`src/rtl/atpm_pkg.sv`:
```
// ----------------------------------------------------------------------------
// atpm_pkg
// Types, constants and helper functions of the averaged temperature monitor.
// ----------------------------------------------------------------------------
package atpm_pkg;

    // Ring depth default
    localparam int ATPM_WINDOW = 5;

    // Field widths
    localparam int CODE_W      = 10;
    localparam int VOLT_W      = 9;
    localparam int TEMP_W      = 10;
    localparam int AVG_W       = 10;
    localparam int DIGIT_W     = 4;
    localparam int PERIOD_W    = 9;
    localparam int PTHR_W      = 9;
    localparam int FTHR_W      = 10;
    localparam int VPROD_W     = 19;   // 1023 * 500
    localparam int TPROD_W     = 20;   // 1023 * 1000
    localparam int IN_TDATA_W  = 24;
    localparam int OUT_TDATA_W = 32;
    localparam int CFG_IDX_W   = 2;
    localparam int CFG_DATA_W  = 10;

    // Scale factors and reciprocals for the display digits
    localparam int VOLT_SCALE = 500;
    localparam int TEMP_SCALE = 1000;
    localparam int HUND_RECIP = 41;    // floor(x*41/4096) = x/100 for x <= 1000
    localparam int TENS_RECIP = 205;   // floor(x*205/2048) = x/10 for x < 100

    // Reset values of the registers
    localparam logic [PERIOD_W-1:0] PERIOD_RST = 9'd300;
    localparam logic [PTHR_W-1:0]   PTHR_RST   = 9'd450;
    localparam logic [FTHR_W-1:0]   FTHR_RST   = 10'd200;

    // Register indexes
    typedef enum logic [CFG_IDX_W-1:0] {
        CFG_PERIOD = 2'd0,
        CFG_PTHR   = 2'd1,
        CFG_FTHR   = 2'd2
    } t_cfg_idx;

    // Change event codes
    typedef enum logic [1:0] {
        EV_NONE = 2'd0,
        EV_RISE = 2'd1,
        EV_FALL = 2'd2
    } t_event;

    // Controller states
    typedef enum logic [3:0] {
        ST_IDLE,
        ST_SCALE,
        ST_WRITE,
        ST_READ,
        ST_DIV,
        ST_DIG1,
        ST_DIG2,
        ST_DIG3,
        ST_DIG4,
        ST_ALARM
    } t_state;

    // Result item, first member in the highest bits
    typedef struct packed {
        logic [DIGIT_W-1:0] digit_units;
        logic [DIGIT_W-1:0] digit_tens;
        logic [DIGIT_W-1:0] digit_hundreds;
        logic [AVG_W-1:0]   average_temp;
        t_event             fan_event;
        logic               fans_on;
        t_event             power_event;
        logic               power_fail;
    } t_reading;

    localparam int RESULT_W = $bits(t_reading);

    // floor(x / 1023) for x < 1023 * 1024: quotient of a 2^n - 1 divisor
    function automatic logic [9:0] div1023(input logic [19:0] x);
        logic [20:0] s;
        s = 21'(x) + 21'(x[19:10]) + 21'd1;
        return s[19:10];
    endfunction

endpackage

```
`src/rtl/averaged_temperature_power_monitor.sv`:
```
// ----------------------------------------------------------------------------
// averaged_temperature_power_monitor
// Scales supply and temperature ADC codes per tick, averages temperature over
// a ring memory and reports supply alarm, fan state and display digits.
//
//   Channel   Dir  Handshake                          Carries
//   s_axis    in   i_s_axis_tvalid / o_s_axis_tready  voltage and temperature codes
//   m_axis    out  o_m_axis_tvalid / i_m_axis_tready  alarms, events, average, digits
//   cfg       in   i_cfg_valid / o_cfg_ready          register index and data
//
// A tick without a push goes from scaling straight to the alarm state. A push
// tick walks the ring through the single read port and then the bit-serial
// divider before the digit states.
// Reset is synchronous, active low; the ring holds no reset and is read only
// where written. A stalled output holds its result while the next tick is taken.
// ----------------------------------------------------------------------------
module averaged_temperature_power_monitor
    import atpm_pkg::*;
#(
    parameter int WINDOW = ATPM_WINDOW
) (
    input  logic                   i_clk,
    input  logic                   i_rst_n,
    // [9:0] voltage_code, [19:10] temperature_code, [23:20] zero
    input  logic                   i_s_axis_tvalid,
    output logic                   o_s_axis_tready,
    input  logic [IN_TDATA_W-1:0]  i_s_axis_tdata,
    // [0] power_fail, [2:1] power_event, [3] fans_on, [5:4] fan_event,
    // [15:6] average_temp, [19:16] digit_hundreds, [23:20] digit_tens,
    // [27:24] digit_units, [31:28] zero
    output logic                   o_m_axis_tvalid,
    input  logic                   i_m_axis_tready,
    output logic [OUT_TDATA_W-1:0] o_m_axis_tdata,
    // register write channel
    input  logic                   i_cfg_valid,
    output logic                   o_cfg_ready,
    input  logic [CFG_IDX_W-1:0]   i_cfg_index,
    input  logic [CFG_DATA_W-1:0]  i_cfg_data
);

    localparam int POS_W = (WINDOW > 1) ? $clog2(WINDOW) : 1;
    localparam int CNT_W = $clog2(WINDOW + 1);
    localparam int SUM_W = AVG_W + $clog2(WINDOW);

    logic              w_ring_we;
    logic [POS_W-1:0]  w_ring_waddr;
    logic [TEMP_W-1:0] w_ring_wdata;
    logic              w_ring_re;
    logic [POS_W-1:0]  w_ring_raddr;
    logic [TEMP_W-1:0] w_ring_rdata;
    logic              w_div_start;
    logic [SUM_W-1:0]  w_div_dividend;
    logic [CNT_W-1:0]  w_div_divisor;
    logic              w_div_done;
    logic [SUM_W-1:0]  w_div_quotient;
    logic              w_out_free;
    logic              w_res_valid;
    t_reading          w_res;

    logic              r_out_valid;
    t_reading          r_out;

    assign o_cfg_ready = 1'b1;

    atpm_ctrl #(
        .WINDOW (WINDOW),
        .POS_W  (POS_W),
        .CNT_W  (CNT_W),
        .SUM_W  (SUM_W)
    ) u_ctrl (
        .i_clk          (i_clk),
        .i_rst_n        (i_rst_n),
        .i_in_valid     (i_s_axis_tvalid),
        .o_in_ready     (o_s_axis_tready),
        .i_vcode        (i_s_axis_tdata[CODE_W-1:0]),
        .i_tcode        (i_s_axis_tdata[2*CODE_W-1:CODE_W]),
        .i_cfg_valid    (i_cfg_valid),
        .i_cfg_index    (i_cfg_index),
        .i_cfg_data     (i_cfg_data),
        .o_ring_we      (w_ring_we),
        .o_ring_waddr   (w_ring_waddr),
        .o_ring_wdata   (w_ring_wdata),
        .o_ring_re      (w_ring_re),
        .o_ring_raddr   (w_ring_raddr),
        .i_ring_rdata   (w_ring_rdata),
        .o_div_start    (w_div_start),
        .o_div_dividend (w_div_dividend),
        .o_div_divisor  (w_div_divisor),
        .i_div_done     (w_div_done),
        .i_div_quotient (w_div_quotient),
        .i_out_free     (w_out_free),
        .o_res_valid    (w_res_valid),
        .o_res          (w_res)
    );

    atpm_ring #(
        .DEPTH  (WINDOW),
        .ADDR_W (POS_W)
    ) u_ring (
        .i_clk   (i_clk),
        .i_we    (w_ring_we),
        .i_waddr (w_ring_waddr),
        .i_wdata (w_ring_wdata),
        .i_re    (w_ring_re),
        .i_raddr (w_ring_raddr),
        .o_rdata (w_ring_rdata)
    );

    atpm_div #(
        .DIVIDEND_W (SUM_W),
        .DIVISOR_W  (CNT_W)
    ) u_div (
        .i_clk      (i_clk),
        .i_rst_n    (i_rst_n),
        .i_start    (w_div_start),
        .i_dividend (w_div_dividend),
        .i_divisor  (w_div_divisor),
        .o_done     (w_div_done),
        .o_quotient (w_div_quotient)
    );

    // Output register: free when empty or drained in this cycle
    assign w_out_free = !r_out_valid || i_m_axis_tready;

    always_ff @(posedge i_clk) begin
        if (!i_rst_n) begin
            r_out_valid <= 1'b0;
        end else if (w_out_free) begin
            r_out_valid <= w_res_valid;
        end
    end

    always_ff @(posedge i_clk) begin
        if (w_res_valid) begin
            r_out <= w_res;
        end
    end

    assign o_m_axis_tvalid = r_out_valid;
    assign o_m_axis_tdata  = {(OUT_TDATA_W - RESULT_W)'(0), r_out};

endmodule

```
`src/rtl/atpm_ring.sv`:
```
// ----------------------------------------------------------------------------
// atpm_ring
// Sample ring storage: one write port, one read port, registered read data.
// ----------------------------------------------------------------------------
module atpm_ring
    import atpm_pkg::*;
#(
    parameter int DEPTH  = ATPM_WINDOW,
    parameter int ADDR_W = (ATPM_WINDOW > 1) ? $clog2(ATPM_WINDOW) : 1
) (
    input  logic              i_clk,
    input  logic              i_we,
    input  logic [ADDR_W-1:0] i_waddr,
    input  logic [TEMP_W-1:0] i_wdata,
    input  logic              i_re,
    input  logic [ADDR_W-1:0] i_raddr,
    output logic [TEMP_W-1:0] o_rdata
);

    logic [TEMP_W-1:0] r_mem [DEPTH];
    logic [TEMP_W-1:0] r_rdata;

    // Write port
    always_ff @(posedge i_clk) begin
        if (i_we) begin
            r_mem[i_waddr] <= i_wdata;
        end
    end

    // Read port, registered read data
    always_ff @(posedge i_clk) begin
        if (i_re) begin
            r_rdata <= r_mem[i_raddr];
        end
    end

    assign o_rdata = r_rdata;

endmodule

```
`src/rtl/atpm_div.sv`:
```
// ----------------------------------------------------------------------------
// atpm_div
// Restoring divider, one quotient bit per cycle, for the ring average.
// ----------------------------------------------------------------------------
module atpm_div
    import atpm_pkg::*;
#(
    parameter int DIVIDEND_W = AVG_W + $clog2(ATPM_WINDOW),
    parameter int DIVISOR_W  = $clog2(ATPM_WINDOW + 1)
) (
    input  logic                  i_clk,
    input  logic                  i_rst_n,
    input  logic                  i_start,
    input  logic [DIVIDEND_W-1:0] i_dividend,
    input  logic [DIVISOR_W-1:0]  i_divisor,
    output logic                  o_done,
    output logic [DIVIDEND_W-1:0] o_quotient
);

    localparam int STEP_W = $clog2(DIVIDEND_W);

    logic                  r_busy;
    logic                  r_done;
    logic [STEP_W-1:0]     r_step;
    logic [DIVIDEND_W-1:0] r_quo;
    logic [DIVISOR_W-1:0]  r_rem;
    logic [DIVISOR_W-1:0]  r_dvs;
    logic [DIVISOR_W:0]    w_trial;
    logic [DIVISOR_W:0]    w_diff;
    logic                  w_ge;

    // One restoring step
    always_comb begin
        w_trial = {r_rem, r_quo[DIVIDEND_W-1]};
        w_ge    = (w_trial >= {1'b0, r_dvs});
        w_diff  = w_trial - {1'b0, r_dvs};
    end

    // Control
    always_ff @(posedge i_clk) begin
        if (!i_rst_n) begin
            r_busy <= 1'b0;
            r_done <= 1'b0;
            r_step <= '0;
        end else begin
            r_done <= 1'b0;
            if (i_start) begin
                r_busy <= 1'b1;
                r_step <= STEP_W'(DIVIDEND_W - 1);
            end else if (r_busy) begin
                if (r_step == '0) begin
                    r_busy <= 1'b0;
                    r_done <= 1'b1;
                end else begin
                    r_step <= r_step - 1'b1;
                end
            end
        end
    end

    // Datapath
    always_ff @(posedge i_clk) begin
        if (i_start) begin
            r_quo <= i_dividend;
            r_rem <= '0;
            r_dvs <= i_divisor;
        end else if (r_busy) begin
            r_quo <= {r_quo[DIVIDEND_W-2:0], w_ge};
            r_rem <= w_ge ? w_diff[DIVISOR_W-1:0] : w_trial[DIVISOR_W-1:0];
        end
    end

    assign o_done     = r_done;
    assign o_quotient = r_quo;

endmodule

```
`src/rtl/atpm_ctrl.sv`:
```
// ----------------------------------------------------------------------------
// atpm_ctrl
// Tick sequencer: scaling, countdown, ring push and sum, digits and alarms.
// ----------------------------------------------------------------------------
module atpm_ctrl
    import atpm_pkg::*;
#(
    parameter int WINDOW = ATPM_WINDOW,
    parameter int POS_W  = (ATPM_WINDOW > 1) ? $clog2(ATPM_WINDOW) : 1,
    parameter int CNT_W  = $clog2(ATPM_WINDOW + 1),
    parameter int SUM_W  = AVG_W + $clog2(ATPM_WINDOW)
) (
    input  logic                  i_clk,
    input  logic                  i_rst_n,
    // input items
    input  logic                  i_in_valid,
    output logic                  o_in_ready,
    input  logic [CODE_W-1:0]     i_vcode,
    input  logic [CODE_W-1:0]     i_tcode,
    // register writes
    input  logic                  i_cfg_valid,
    input  logic [CFG_IDX_W-1:0]  i_cfg_index,
    input  logic [CFG_DATA_W-1:0] i_cfg_data,
    // ring memory
    output logic                  o_ring_we,
    output logic [POS_W-1:0]      o_ring_waddr,
    output logic [TEMP_W-1:0]     o_ring_wdata,
    output logic                  o_ring_re,
    output logic [POS_W-1:0]      o_ring_raddr,
    input  logic [TEMP_W-1:0]     i_ring_rdata,
    // divider
    output logic                  o_div_start,
    output logic [SUM_W-1:0]      o_div_dividend,
    output logic [CNT_W-1:0]      o_div_divisor,
    input  logic                  i_div_done,
    input  logic [SUM_W-1:0]      i_div_quotient,
    // result
    input  logic                  i_out_free,
    output logic                  o_res_valid,
    output t_reading              o_res
);

    localparam int HPROD_W = AVG_W + 6;
    localparam int REM_W   = 7;
    localparam int TPRD_W  = REM_W + 8;

    t_state              r_state, n_state;

    // registers
    logic [PERIOD_W-1:0] r_period;
    logic [PTHR_W-1:0]   r_pthr;
    logic [FTHR_W-1:0]   r_fthr;

    // tick state
    logic [PERIOD_W-1:0] r_count;
    logic                r_push;
    logic [POS_W-1:0]    r_pos;
    logic [CNT_W-1:0]    r_cnt;
    logic [CNT_W-1:0]    r_idx;
    logic                r_pend;
    logic [AVG_W-1:0]    r_avg;
    logic [DIGIT_W-1:0]  r_hund;
    logic [DIGIT_W-1:0]  r_tens;
    logic [DIGIT_W-1:0]  r_units;
    logic                r_pflag;
    logic                r_fflag;

    // payload
    logic [VPROD_W-1:0]  r_vprod;
    logic [TPROD_W-1:0]  r_tprod;
    logic [VOLT_W-1:0]   r_volt;
    logic [TEMP_W-1:0]   r_temp;
    logic [SUM_W-1:0]    r_sum;
    logic [REM_W-1:0]    r_rem;

    logic [PERIOD_W-1:0] w_dec;
    logic                w_issue;
    logic                w_fire;
    logic                w_pf;
    logic                w_fo;
    logic [HPROD_W-1:0]  w_hprod;
    logic [AVG_W-1:0]    w_hsub;
    logic [TPRD_W-1:0]   w_tprod;
    logic [REM_W-1:0]    w_tsub;
    logic [AVG_W-1:0]    w_tdiff;
    logic [REM_W-1:0]    w_udiff;
    logic [TEMP_W-1:0]   w_vq;

    // Countdown, read issue, digit arithmetic and alarm compares
    always_comb begin
        w_dec   = r_count - 1'b1;
        w_issue = (r_state == ST_READ) && (r_idx < r_cnt);
        w_hprod = HPROD_W'(r_avg) * HPROD_W'(HUND_RECIP);
        w_hsub  = AVG_W'(r_hund) * AVG_W'(100);
        w_tdiff = r_avg - w_hsub;
        w_tprod = TPRD_W'(r_rem) * TPRD_W'(TENS_RECIP);
        w_tsub  = REM_W'(r_tens) * REM_W'(10);
        w_udiff = r_rem - w_tsub;
        w_vq    = div1023(20'(r_vprod));
        w_pf    = (r_volt < r_pthr);
        w_fo    = (r_avg >= r_fthr);
    end

    // Next state and handshake outputs
    always_comb begin
        n_state     = r_state;
        o_in_ready  = 1'b0;
        o_div_start = 1'b0;
        o_res_valid = 1'b0;
        w_fire      = 1'b0;
        case (r_state)
            ST_IDLE: begin
                o_in_ready = 1'b1;
                if (i_in_valid) begin
                    n_state = ST_SCALE;
                end
            end
            ST_SCALE: begin
                n_state = r_push ? ST_WRITE : ST_ALARM;
            end
            ST_WRITE: begin
                n_state = ST_READ;
            end
            ST_READ: begin
                if (!w_issue && !r_pend) begin
                    o_div_start = 1'b1;
                    n_state     = ST_DIV;
                end
            end
            ST_DIV: begin
                if (i_div_done) begin
                    n_state = ST_DIG1;
                end
            end
            ST_DIG1: n_state = ST_DIG2;
            ST_DIG2: n_state = ST_DIG3;
            ST_DIG3: n_state = ST_DIG4;
            ST_DIG4: n_state = ST_ALARM;
            ST_ALARM: begin
                o_res_valid = i_out_free;
                if (i_out_free) begin
                    w_fire  = 1'b1;
                    n_state = ST_IDLE;
                end
            end
            default: n_state = ST_IDLE;
        endcase
    end

    // State register
    always_ff @(posedge i_clk) begin
        if (!i_rst_n) begin
            r_state <= ST_IDLE;
        end else begin
            r_state <= n_state;
        end
    end

    // Register writes; an index past the list is dropped
    always_ff @(posedge i_clk) begin
        if (!i_rst_n) begin
            r_period <= PERIOD_RST;
            r_pthr   <= PTHR_RST;
            r_fthr   <= FTHR_RST;
        end else if (i_cfg_valid) begin
            case (t_cfg_idx'(i_cfg_index))
                CFG_PERIOD: r_period <= i_cfg_data[PERIOD_W-1:0];
                CFG_PTHR:   r_pthr   <= i_cfg_data[PTHR_W-1:0];
                CFG_FTHR:   r_fthr   <= i_cfg_data[FTHR_W-1:0];
                default:    ;
            endcase
        end
    end

    // Tick state
    always_ff @(posedge i_clk) begin
        if (!i_rst_n) begin
            r_count <= PERIOD_RST;
            r_push  <= 1'b0;
            r_pos   <= '0;
            r_cnt   <= '0;
            r_idx   <= '0;
            r_pend  <= 1'b0;
            r_avg   <= '0;
            r_hund  <= '0;
            r_tens  <= '0;
            r_units <= '0;
            r_pflag <= 1'b0;
            r_fflag <= 1'b0;
        end else begin
            r_pend <= w_issue;
            case (r_state)
                ST_IDLE: begin
                    if (i_in_valid) begin
                        // countdown wraps modulo 512, reload on zero
                        r_push  <= (w_dec == '0);
                        r_count <= (w_dec == '0) ? r_period : w_dec;
                    end
                end
                ST_WRITE: begin
                    r_pos <= (r_pos == POS_W'(WINDOW - 1)) ? '0 : r_pos + 1'b1;
                    if (r_cnt != CNT_W'(WINDOW)) begin
                        r_cnt <= r_cnt + 1'b1;
                    end
                    r_idx <= '0;
                end
                ST_READ: begin
                    if (w_issue) begin
                        r_idx <= r_idx + 1'b1;
                    end
                end
                ST_DIV: begin
                    if (i_div_done) begin
                        r_avg <= i_div_quotient[AVG_W-1:0];
                    end
                end
                ST_DIG1: r_hund  <= w_hprod[HPROD_W-1 -: DIGIT_W];
                ST_DIG3: r_tens  <= w_tprod[TPRD_W-1 -: DIGIT_W];
                ST_DIG4: r_units <= w_udiff[DIGIT_W-1:0];
                ST_ALARM: begin
                    if (w_fire) begin
                        r_pflag <= w_pf;
                        r_fflag <= w_fo;
                    end
                end
                default: ;
            endcase
        end
    end

    // Payload: products, scaled codes, running sum, remainder
    always_ff @(posedge i_clk) begin
        if (r_state == ST_IDLE && i_in_valid) begin
            r_vprod <= VPROD_W'(i_vcode) * VPROD_W'(VOLT_SCALE);
            r_tprod <= TPROD_W'(i_tcode) * TPROD_W'(TEMP_SCALE);
        end
        if (r_state == ST_SCALE) begin
            r_volt <= w_vq[VOLT_W-1:0];
            r_temp <= div1023(r_tprod);
        end
        if (r_state == ST_WRITE) begin
            r_sum <= '0;
        end else if (r_pend) begin
            r_sum <= r_sum + SUM_W'(i_ring_rdata);
        end
        if (r_state == ST_DIG2) begin
            r_rem <= w_tdiff[REM_W-1:0];
        end
    end

    // Ring access: write is done before any read of the same push
    assign o_ring_we      = (r_state == ST_WRITE);
    assign o_ring_waddr   = r_pos;
    assign o_ring_wdata   = r_temp;
    assign o_ring_re      = w_issue;
    assign o_ring_raddr   = r_idx[POS_W-1:0];

    assign o_div_dividend = r_sum;
    assign o_div_divisor  = r_cnt;

    // Result assembly
    always_comb begin
        o_res.power_fail     = w_pf;
        o_res.power_event    = (w_pf == r_pflag) ? EV_NONE : (w_pf ? EV_RISE : EV_FALL);
        o_res.fans_on        = w_fo;
        o_res.fan_event      = (w_fo == r_fflag) ? EV_NONE : (w_fo ? EV_RISE : EV_FALL);
        o_res.average_temp   = r_avg;
        o_res.digit_hundreds = r_hund;
        o_res.digit_tens     = r_tens;
        o_res.digit_units    = r_units;
    end

endmodule

```
`config.mk`:
```
export PLATFORM = sky130hd
export DESIGN_NAME = averaged_temperature_power_monitor
export DESIGN_NICKNAME = d
export VERILOG_FILES = /design/src/rtl/atpm_pkg.sv /design/src/rtl/averaged_temperature_power_monitor.sv /design/src/rtl/atpm_ring.sv /design/src/rtl/atpm_div.sv /design/src/rtl/atpm_ctrl.sv
export SDC_FILE = /design/constraint.sdc
export NUM_CORES = 1
export LEC_CHECK = 0
export BUFFER_PORTS_ARGS = -buffer_cell sky130_fd_sc_hd__buf_2
export CORE_MARGIN = 2
export CORE_UTILIZATION = 40
export CTS_CLUSTER_SIZE = 25
export DETAILED_ROUTE_END_ITERATION = 8
export PLACE_DENSITY_LB_ADDON = 0.15
export SLEW_MARGIN = 15
export SYNTH_ARGS = -nofsm -noshare
export SYNTH_HDL_FRONTEND = slang
export SYNTH_HIERARCHICAL = 1
export SYNTH_SLANG_ARGS = --single-unit
export TNS_END_PERCENT = 5
```
`constraint.sdc`:
```
create_clock -name i_clk -period 6.6 [get_ports i_clk]
set_clock_uncertainty 0.1 [all_clocks]
set_input_delay 1.32 -clock i_clk [delete_from_list [all_inputs] [get_ports i_clk]]
set_output_delay 1.32 -clock i_clk [all_outputs]
set_load 0.005 [all_outputs]
```
==> impl_metrics.ini, run 1 <==
[outcome]
outcome = finished clean

[critical_path]
r2r_cells = 13
crit_path_frequent_cell = fa_1
critPathKind = in -> reg
crit_buf_inv = 3
cp-start-kind = input pin
cp.required_ns = 6.78
cp.depth = 14
cp-end-kind = flip-flop
path_cells = buf_2 -> inv_1 -> fa_1 -> fa_1 -> fa_1 -> fa_1 -> inv_1 -> ha_1 -> a21oi_1 -> nand2_1 -> a221o_1 -> a41oi_1 -> a221oi_1 -> xnor2_1
crit_family = adder cells
cp_slowest_cell = fa_1
critPathArrivalTime_ns = 5.28
cpPeakStageDelay_ns = 0.54
critPathMaxFanout = 6

[sta]
setup_viol = 0
hold_viol_final = 0
rsz0062_at_grt = no
tns_ns = 0
post-route-period-util = 0.772
slew_viol_final = 0
relSlewSlack = 0.238
worst_slew_pin_slew_ns = 1.14
max_freq_ghz = 0.196
period_needed_ns = 5.10

[pwr]
vdd_ir_drop_max_mv = 0.160
power.leakage_uw = 0.00806
power_density_nw_per_um2 = 293

[global_routing]
grt_overflow = 0
grt_pass1_vias = 11000
globalRouteTotalUtil = 0.149
grt_pass1_wl_mm = 54.2
grt_max_degree = 49
antenna_found_initial = 0

[layout]
fin_nets = 1931
utilization = 0.448
final_cells = 2164
fill_cells = 3980
antenna-diode-count = 0
syn_to_final_growth_pct = 11.1
layout-drive-gt1-share = 0.106

[min_path]
hold_depth = 0
hold_path_class = reg -> reg

[logic_synthesis]
synth-async-reset-ratio = 0
yosysTopAreaCellShare = 0.293
synth-main-ff-cell = edfxtp_1
yosysUniqueCellTypes = 76
synthCells = 1537
synth_top_area_cell = edfxtp_1
netlist_area_sq_um = 16800
synth.most_common_cell = ha_1
yosysWarnings = 6
postSynthAreaPerCell_sq_um = 10.9
seq_area_frac_synth = 0.411
synth-edff-count = 164
synthTopCellsByCount = ha_1, inv_1, edfxtp_1
yosys-top-cells-area = edfxtp_1, ha_1, dfxtp_1
ys_seq_elements = 263

[placed_design]
io_buffers = 66
place_hpwl_mm = 24.0
placed_cells = 2108
gp_congestion = 0.819

[clock_tree]
cts_setup_buffers = 0
cts-root-buf = clkbuf_16
clock_latency_ns = 0.55
clock_path_buffers = 3
cts_max_level = 1
cts_buffers = 30
ctsHoldBuffers = 0
cts.clk_slew.worst_paths_ns = 0.05
cts_tree = yes
cts.sinks = 263
cts_resized = 0

[route]
route.detailed.drc = 0
drtAntennaViolNets = 0
drtIter0Drc = 381
detail_route.wl_per_cell_microns = 14.7
vias = 10700
drt_wl_total_mm = 31.8
dr.pass1.iters = 4
viasPerCell = 4.96

[floorplanning]
die_w_microns = 209
initial_core_util = 0.403
rows = 75
pin_count = 76
die_y_microns = 209
dieArea_sq_um = 43700
core_sq_um = 41700

[job]
drv_cap = 0
## metal layers
metal | vias up | share of wire | GRT usage
met4 | 0 | 0.012 | 0.0271
li1 | 5516 | - | -
met3 | 26 | 0.028 | 0.0186
met1 | 5084 | 0.47 | 0.191
met5 | - | 0 | 0
met2 | 110 | 0.49 | 0.271
## layout make-up
class	instances	area (sq um)	area share
repair buffers	72	375	0.0201
clock buffers	49	998	0.0535
inverters	203	762	0.0408
flip-flops and latches	263	6910	0.370
well taps	539	674	0.0361
clock inverters	7	40.0	0.00214
multi-input cells	1031	8910	0.477
## sequential cells by signal, indices dropped and copies added, names as in the netlist, 13 cells and up
| register | count |
|---|---|
| o_m_axis_tdata | 28 |
| u_ctrl/o_div_dividend | 13 |
| u_ctrl/r_tprod | 17 |
| u_ctrl/r_vprod | 17 |
| u_div/o_quotient | 13 |
| u_ring/r_mem | 50 |
## cells by family after synthesis
group / Yosys count / share of synthesized area
adders and majority gates: 289 / 0.248
other: 2 / 0.000447
DFF: 263 / 0.411
and+or+nand+nor: 356 / 0.104
AOI/OAI and AO/OA: 263 / 0.110
buffers and inverters: 246 / 0.0600
xor gates and xnor gates: 71 / 0.0370
muxes: 47 / 0.0290
## stage by stage
| stage | cell area, sq um | setup WS (ns) | hold WS (ns) | total power [uW] |
|---|---|---|---|---|
| after global placement | 17600 | 0.938 | 0.319 | 3820 |
| after floorplan | 16800 | 1.36 | 0.303 | 3460 |
| after detailed placement | 17600 | 0.908 | 0.318 | 3840 |
| final | 18700 | 1.50 | 0.332 | 5470 |
| after CTS | 18700 | 1.50 | 0.331 | 5560 |
| after global routing | 18700 | 1.20 | 0.340 | 5870 |
## power by group
| group | internal, uW | switching, uW |
|---|---|---|
| logic | 752 | 911 |
| clock network | 1030 | 646 |
| registers | 2010 | 119 |
## path summary, 6_finish.rpt
kind | end | startpoint | slack, ns
max | u_ctrl/r_tprod[19] | i_s_axis_tdata[13] | 1.50
max reg2reg | u_ctrl/r_tens[2] | u_ctrl/r_rem[4] | 2.51
min | o_m_axis_tdata[25] | u_ctrl/r_units[1] | 0.33
min reg2reg | o_m_axis_tdata[25] | u_ctrl/r_units[1] | 0.33
## layout by cell type, fill, tap and decap left out, types with 54 or more instances in the layout
| cell type | count |
|---|---|
| a21oi_1 | 86 |
| buf_2 | 66 |
| dfxtp_1 | 99 |
| edfxtp_1 | 164 |
| fa_1 | 74 |
| ha_1 | 215 |
| inv_1 | 201 |
| nand2_1 | 112 |
| nor2_1 | 77 |
| xnor2_1 | 54 |
Power figures use the tool's default switching activity.
==> inputs of run 2 (changes only) <==
--- a/config.mk
+++ b/config.mk
@@ -5,6 +5,7 @@
 export SDC_FILE = /design/constraint.sdc
 export NUM_CORES = 1
 export LEC_CHECK = 0
+export ABC_AREA = 1
 export BUFFER_PORTS_ARGS = -buffer_cell sky130_fd_sc_hd__buf_2
 export CORE_MARGIN = 2
 export CORE_UTILIZATION = 40
==> constraint.sdc (replaced) <==
create_clock -name i_clk -period 4.76 [get_ports i_clk]
set_clock_uncertainty 0.1 [all_clocks]
set_input_delay 0.952 -clock i_clk [delete_from_list [all_inputs] [get_ports i_clk]]
set_output_delay 0.952 -clock i_clk [all_outputs]
set_load 0.005 [all_outputs]
==> run 2 against run 1 <==
Effect of this change: worst setup slack lost 0.98 ns; clock power up 33%; sequential share of layout area fell by 2.0 points; via count grew 18%; flip-flop and latch count is the same; utilization is 0.91 points higher; synthesized cell count rose by 26%; combinational power rose by 62%; sequential power increased by 42%; wire length rose by 11%; count of clock-buffer cells in the layout decreased by 4; global-route usage rose by 1.1 points; critical endpoint is now u_ctrl/r_tprod[15]; highest routed layer is now met5.
==> impl_metrics.ini, run 2 <==
[outcome]
outcome = finished clean

[floorplanning]
pin_count = 76
rows = 76
initial_core_util = 0.406
core_sq_um = 43200
die_w_microns = 213
dieArea_sq_um = 45500
die_y_microns = 213

[route]
drtAntennaViolNets = 0
detail_route.wl_per_cell_microns = 13.3
route.detailed.drc = 0
vias = 12600
drt_wl_total_mm = 35.4
dr.pass1.iters = 5
drtIter0Drc = 606
viasPerCell = 4.76

[logic_synthesis]
synthCells = 1934
synth_compound_area_frac = 0.0845
yosys-top-cells-area = edfxtp_1, ha_1, dfxtp_1
netlist_area_sq_um = 17500
synth_xor_area_frac = 0.0270
yosysUniqueCellTypes = 53
postSynthAreaPerCell_sq_um = 9.06
synth.most_common_cell = nand2_1
yosysWarnings = 6
synth_top_family_by_area = adder cells
ys_seq_elements = 263
synth-edff-count = 164
synth_fa_ha_area_frac = 0.238
synth-main-ff-cell = edfxtp_1
yosysTopAreaCellShare = 0.281
synthTopCellsByCount = nand2_1, inv_1, ha_1
synth_top_area_cell = edfxtp_1
seq_area_frac_synth = 0.394
synth-async-reset-ratio = 0
synthMuxAreaShare = 0
synth-simple-area-share = 0.171

[critical_path]
critPathKind = in -> reg
r2r_cells = 13
worstSetupStartpoint = i_s_axis_tdata[13]
r2r-start = u_ctrl/r_rem[3]
cp-start-kind = input pin
reg2reg_to = u_ctrl/r_tens[3]
r2r_setup_slack_ns = 1.19
critPathArrivalTime_ns = 4.45
cp.required_ns = 4.97
critPathMaxFanout = 3
cp-end-kind = flip-flop

[pwr]
power.leakage_uw = 0.00935
power_density_nw_per_um2 = 403
vdd_ir_drop_max_mv = 0.278

[clock_tree]
ctsHoldBuffers = 0
cts_setup_buffers = 0
clock_path_buffers = 3
cts_resized = 0
cts-root-buf = clkbuf_16
cts_buffers = 30
cts_max_level = 1
cts.sinks = 263
cts.clk_slew.worst_paths_ns = 0.06
clock_latency_ns = 0.55
cts_tree = yes

[placed_design]
place_hpwl_mm = 27.2
io_buffers = 66
placed_cells = 2598
gp_congestion = 0.833
postPlaceCellArea_sq_um = 18800

[sta]
hold_viol_final = 0
relSlewSlack = 0.258
hold_ws_ns = 0.328
setup_viol = 0
max_freq_ghz = 0.236
period_needed_ns = 4.24
worst_slew_pin_slew_ns = 1.11
post-route-period-util = 0.890
rsz0062_at_grt = no
slew_viol_final = 0

[layout]
layout.area.seq_sq_um = 6910
layout-drive-gt1-share = 0.101
utilization = 0.457
max_flop_register = u_ring/r_mem
fin_nets = 2375
layout.cells.most_common = nand2_1
layout_common_cells = nand2_1, inv_1, ha_1
final_cells = 2655
fill_cells = 4248
multi_input_area_sq_um = 9170
largest_register_ffs = 50
syn_to_final_growth_pct = 12.6
postLayoutCellArea_sq_um = 19700

[min_path]
min_from = u_ctrl/r_units[1]
whs_endpoint = o_m_axis_tdata[25]
hold_path_class = reg -> reg
hold_depth = 0

[global_routing]
grt_max_degree = 57
globalRouteTotalUtil = 0.160
grt_pass1_wl_mm = 59.7
grt_overflow = 0
antenna_found_initial = 2
grt_pass1_vias = 12400

[job]
drv_cap = 0
[run 2: how the worst max path moves through the flow]
stage / cells after the start / slack, ns / end
CTS: 15 / 0.53 / u_ctrl/r_tprod[15]
global placement: 15 / -0.06 / u_ctrl/r_vprod[14]
floorplan: 14 / 0.24 / u_ctrl/r_tprod[15]
detailed placement: 15 / -0.06 / u_ctrl/r_tprod[15]
global route: 15 / 0.29 / u_ctrl/r_tprod[15]
finish: 15 / 0.52 / u_ctrl/r_tprod[15]
[run 2: report_power, final]
part,internal [uW],switching (uW),total [uW]
Clock,1330,903,2230
Combinational,1160,1530,2690
Sequential,2820,210,3030
[run 2: stage by stage]
stage	TNS (ns)	total power, uW	setup slack (ns)
2_1_floorplan	0	4970	0.242
3_5_place_dp	-0.229	5790	-0.0551
5_1_grt	0	8590	0.287
4_1_cts	0	8070	0.525
6_report	0	7950	0.522
3_3_place_gp	-0.119	5750	-0.0626
[run 2: layout make-up]
type,instances,area share
flip-flops and latches,263,0.350
clock buffers,45,0.0446
inverters,342,0.0652
multi-input cells,1298,0.464
diodes,1,0.000127
clock inverters,11,0.00456
well taps,585,0.0371
repair buffers,110,0.0341
[run 2: worst max-delay path: stages]
cell and delay, ns:
buf_2 0.10, inv_1 0.16, fa_1 0.47, fa_1 0.55
fa_1 0.45, fa_1 0.52, inv_1 0.04, ha_1 0.31
a21oi_1 0.21, a21boi_1 0.26, o21ai_0 0.16, nand3_1 0.11
nand2_1 0.06, nand2_1 0.05, nand2_1 0.04
[run 2: cells by family after synthesis]
| kind of cell | count (synthesis) |
|---|---|
| buf+inv | 376 |
| simple gates | 686 |
| other cells | 2 |
| xor+xnor | 54 |
| flops | 263 |
| compound gates | 264 |
| fa+ha+maj | 289 |
[run 2: routing by layer]
layer / global-route usage / routed length [microns]
met4: 0.0340 / 540
met2: 0.291 / 17500
met5: 0 / 12
met3: 0.0181 / 1110
met1: 0.205 / 16200
==> inputs of run 3 (changes only) <==
--- a/config.mk
+++ b/config.mk
@@ -7,7 +7,7 @@
 export LEC_CHECK = 0
 export ABC_AREA = 1
 export BUFFER_PORTS_ARGS = -buffer_cell sky130_fd_sc_hd__buf_2
-export CORE_MARGIN = 2
+export CORE_ASPECT_RATIO = 1.2
 export CORE_UTILIZATION = 40
 export CTS_CLUSTER_SIZE = 25
 export DETAILED_ROUTE_END_ITERATION = 8
==> run 3 against run 2 <==
Effect of this change: the flow now finishes with violations (DRC); count of clock-buffer cells in the layout is 1 lower; global-route usage grew 0.55 points; non-clock buffer count is 3 higher; worst setup slack lost 0.0065 ns; largest cell class unchanged; highest routed layer is now met4.
==> impl_metrics.ini, run 3 (synthesized netlist as in run 2, its figures left out) <==
[outcome]
outcome = finished, violations left
violations = DRC

[route]
dr.pass1.iters = 7
drtAntennaViolNets = 0
drtIter0Drc = 522
vias = 12800
drt_wl_total_mm = 35.8
detail_route.wl_per_cell_microns = 13.7
viasPerCell = 4.88
route.detailed.drc = 5

[clock_tree]
cts_tree = yes
cts.clk_slew.worst_paths_ns = 0.06
cts_resized = 0
clock_path_buffers = 3
ctsHoldBuffers = 0
cts_max_level = 1
cts_setup_buffers = 0
cts.sinks = 263
cts-root-buf = clkbuf_16
cts_buffers = 28
clock_latency_ns = 0.56

[critical_path]
r2r_setup_slack_ns = 1.21
critPathMaxFanout = 4
cp.required_ns = 4.97
cp-end-kind = flip-flop
cp-start-kind = input pin
critPathKind = in -> reg
critPathArrivalTime_ns = 4.45

[layout]
fill_cells = 4253
layout-drive-gt1-share = 0.103
layout_common_cells = nand2_1, inv_1, ha_1
largest_register_ffs = 50
layout.cells.most_common = nand2_1
utilization = 0.458
fin_nets = 2376
max_flop_register = u_ring/r_mem
antenna-diode-count = 0
multi_input_area_sq_um = 9170
syn_to_final_growth_pct = 12.4
layout.area.seq_sq_um = 6910

[pwr]
vdd_ir_drop_max_mv = 0.235
power.leakage_uw = 0.00935
power_density_nw_per_um2 = 404

[global_routing]
globalRouteTotalUtil = 0.166
gr-usage-met2 = 0.310
antenna_found_initial = 0
busiest_layer = met2
use_met1 = 0.195
grt_pass1_wl_mm = 60.2
grt_overflow = 0
grt_pass1_vias = 12800
grt_max_degree = 55
grt_use_met3 = 0.0179

[floorplanning]
pin_count = 76
rows = 83
die_w_microns = 193
core_sq_um = 43000
die_y_microns = 231
dieArea_sq_um = 44700
initial_core_util = 0.408

[sta]
slew_viol_final = 0
hold_viol_final = 0
setup_viol = 0
period_needed_ns = 4.24
hold_ws_ns = 0.326
tns_ns = 0
relSlewSlack = 0.243
rsz0062_at_grt = no
max_freq_ghz = 0.236
post-route-period-util = 0.892
worst_slew_pin_slew_ns = 1.13

[min_path]
hold_path_class = reg -> reg

[placed_design]
gp_congestion = 0.846
io_buffers = 66
place_hpwl_mm = 27.6

[job]
drv_cap = 0
run 3: cell types whose count changed in the layout (fill, tap and decap cells not counted), sizes merged:
cell    before  now
inv        341  340
clkinv      10    8
diode        1    0
buf        110  113
clkbuf      45   44
run 3: metal layers:
metal	vias to the layer above	routed length, microns
met2	182	18500
met1	5973	15500
met3	53	1050
met5	-	0
met4	0	736
li1	6582	-
run 3: worst paths after layout:
check	cells after the start	end	from
worst max-delay path	15	u_ctrl/r_tprod[19]	i_s_axis_tdata[13]
worst min-delay path	0	o_m_axis_tdata[26]	u_ctrl/r_units[2]
worst max register to register	14	u_ctrl/r_tens[1]	u_ctrl/r_rem[4]
worst min register to register	0	o_m_axis_tdata[26]	u_ctrl/r_units[2]
run 3: critical path, stage by stage:
cell,delay [ns]
buf_2,0.09
inv_1,0.08
buf_4,0.15
fa_1,0.56
fa_1,0.44
fa_1,0.49
fa_1,0.51
inv_1,0.04
ha_1,0.34
a21oi_1,0.19
o21ai_0,0.15
a211oi_1,0.29
nand2_1,0.08
nand2_1,0.06
nand2_1,0.04
run 3: area by class of cell:
cell class,count,area share
multi-input cells,1298,0.466
flip-flops and latches,263,0.351
inverters,342,0.0653
clock buffers,44,0.0444
repair buffers,113,0.0353
well taps,552,0.0351
clock inverters,8,0.00337
run 3: report_power, final:
group	internal [uW]	switching, uW	total [uW]	leakage [uW]
combinational	1180	1530	2710	0.00658
clock	1310	897	2200	0.000464
sequential	2820	208	3030	0.00231
run 3: per-stage QoR:
stage                     setup slack, ns  power [uW]  instances  area [sq um]
after global routing                0.261        8570       2620         19700
final                               0.515        7950       2620         19700
after global placement            -0.0670        5780       2568         18700
after CTS                           0.520        8060       2620         19700
after detailed placement          -0.0636        5810       2568         18700
after floorplan                     0.242        4970       1937         17500
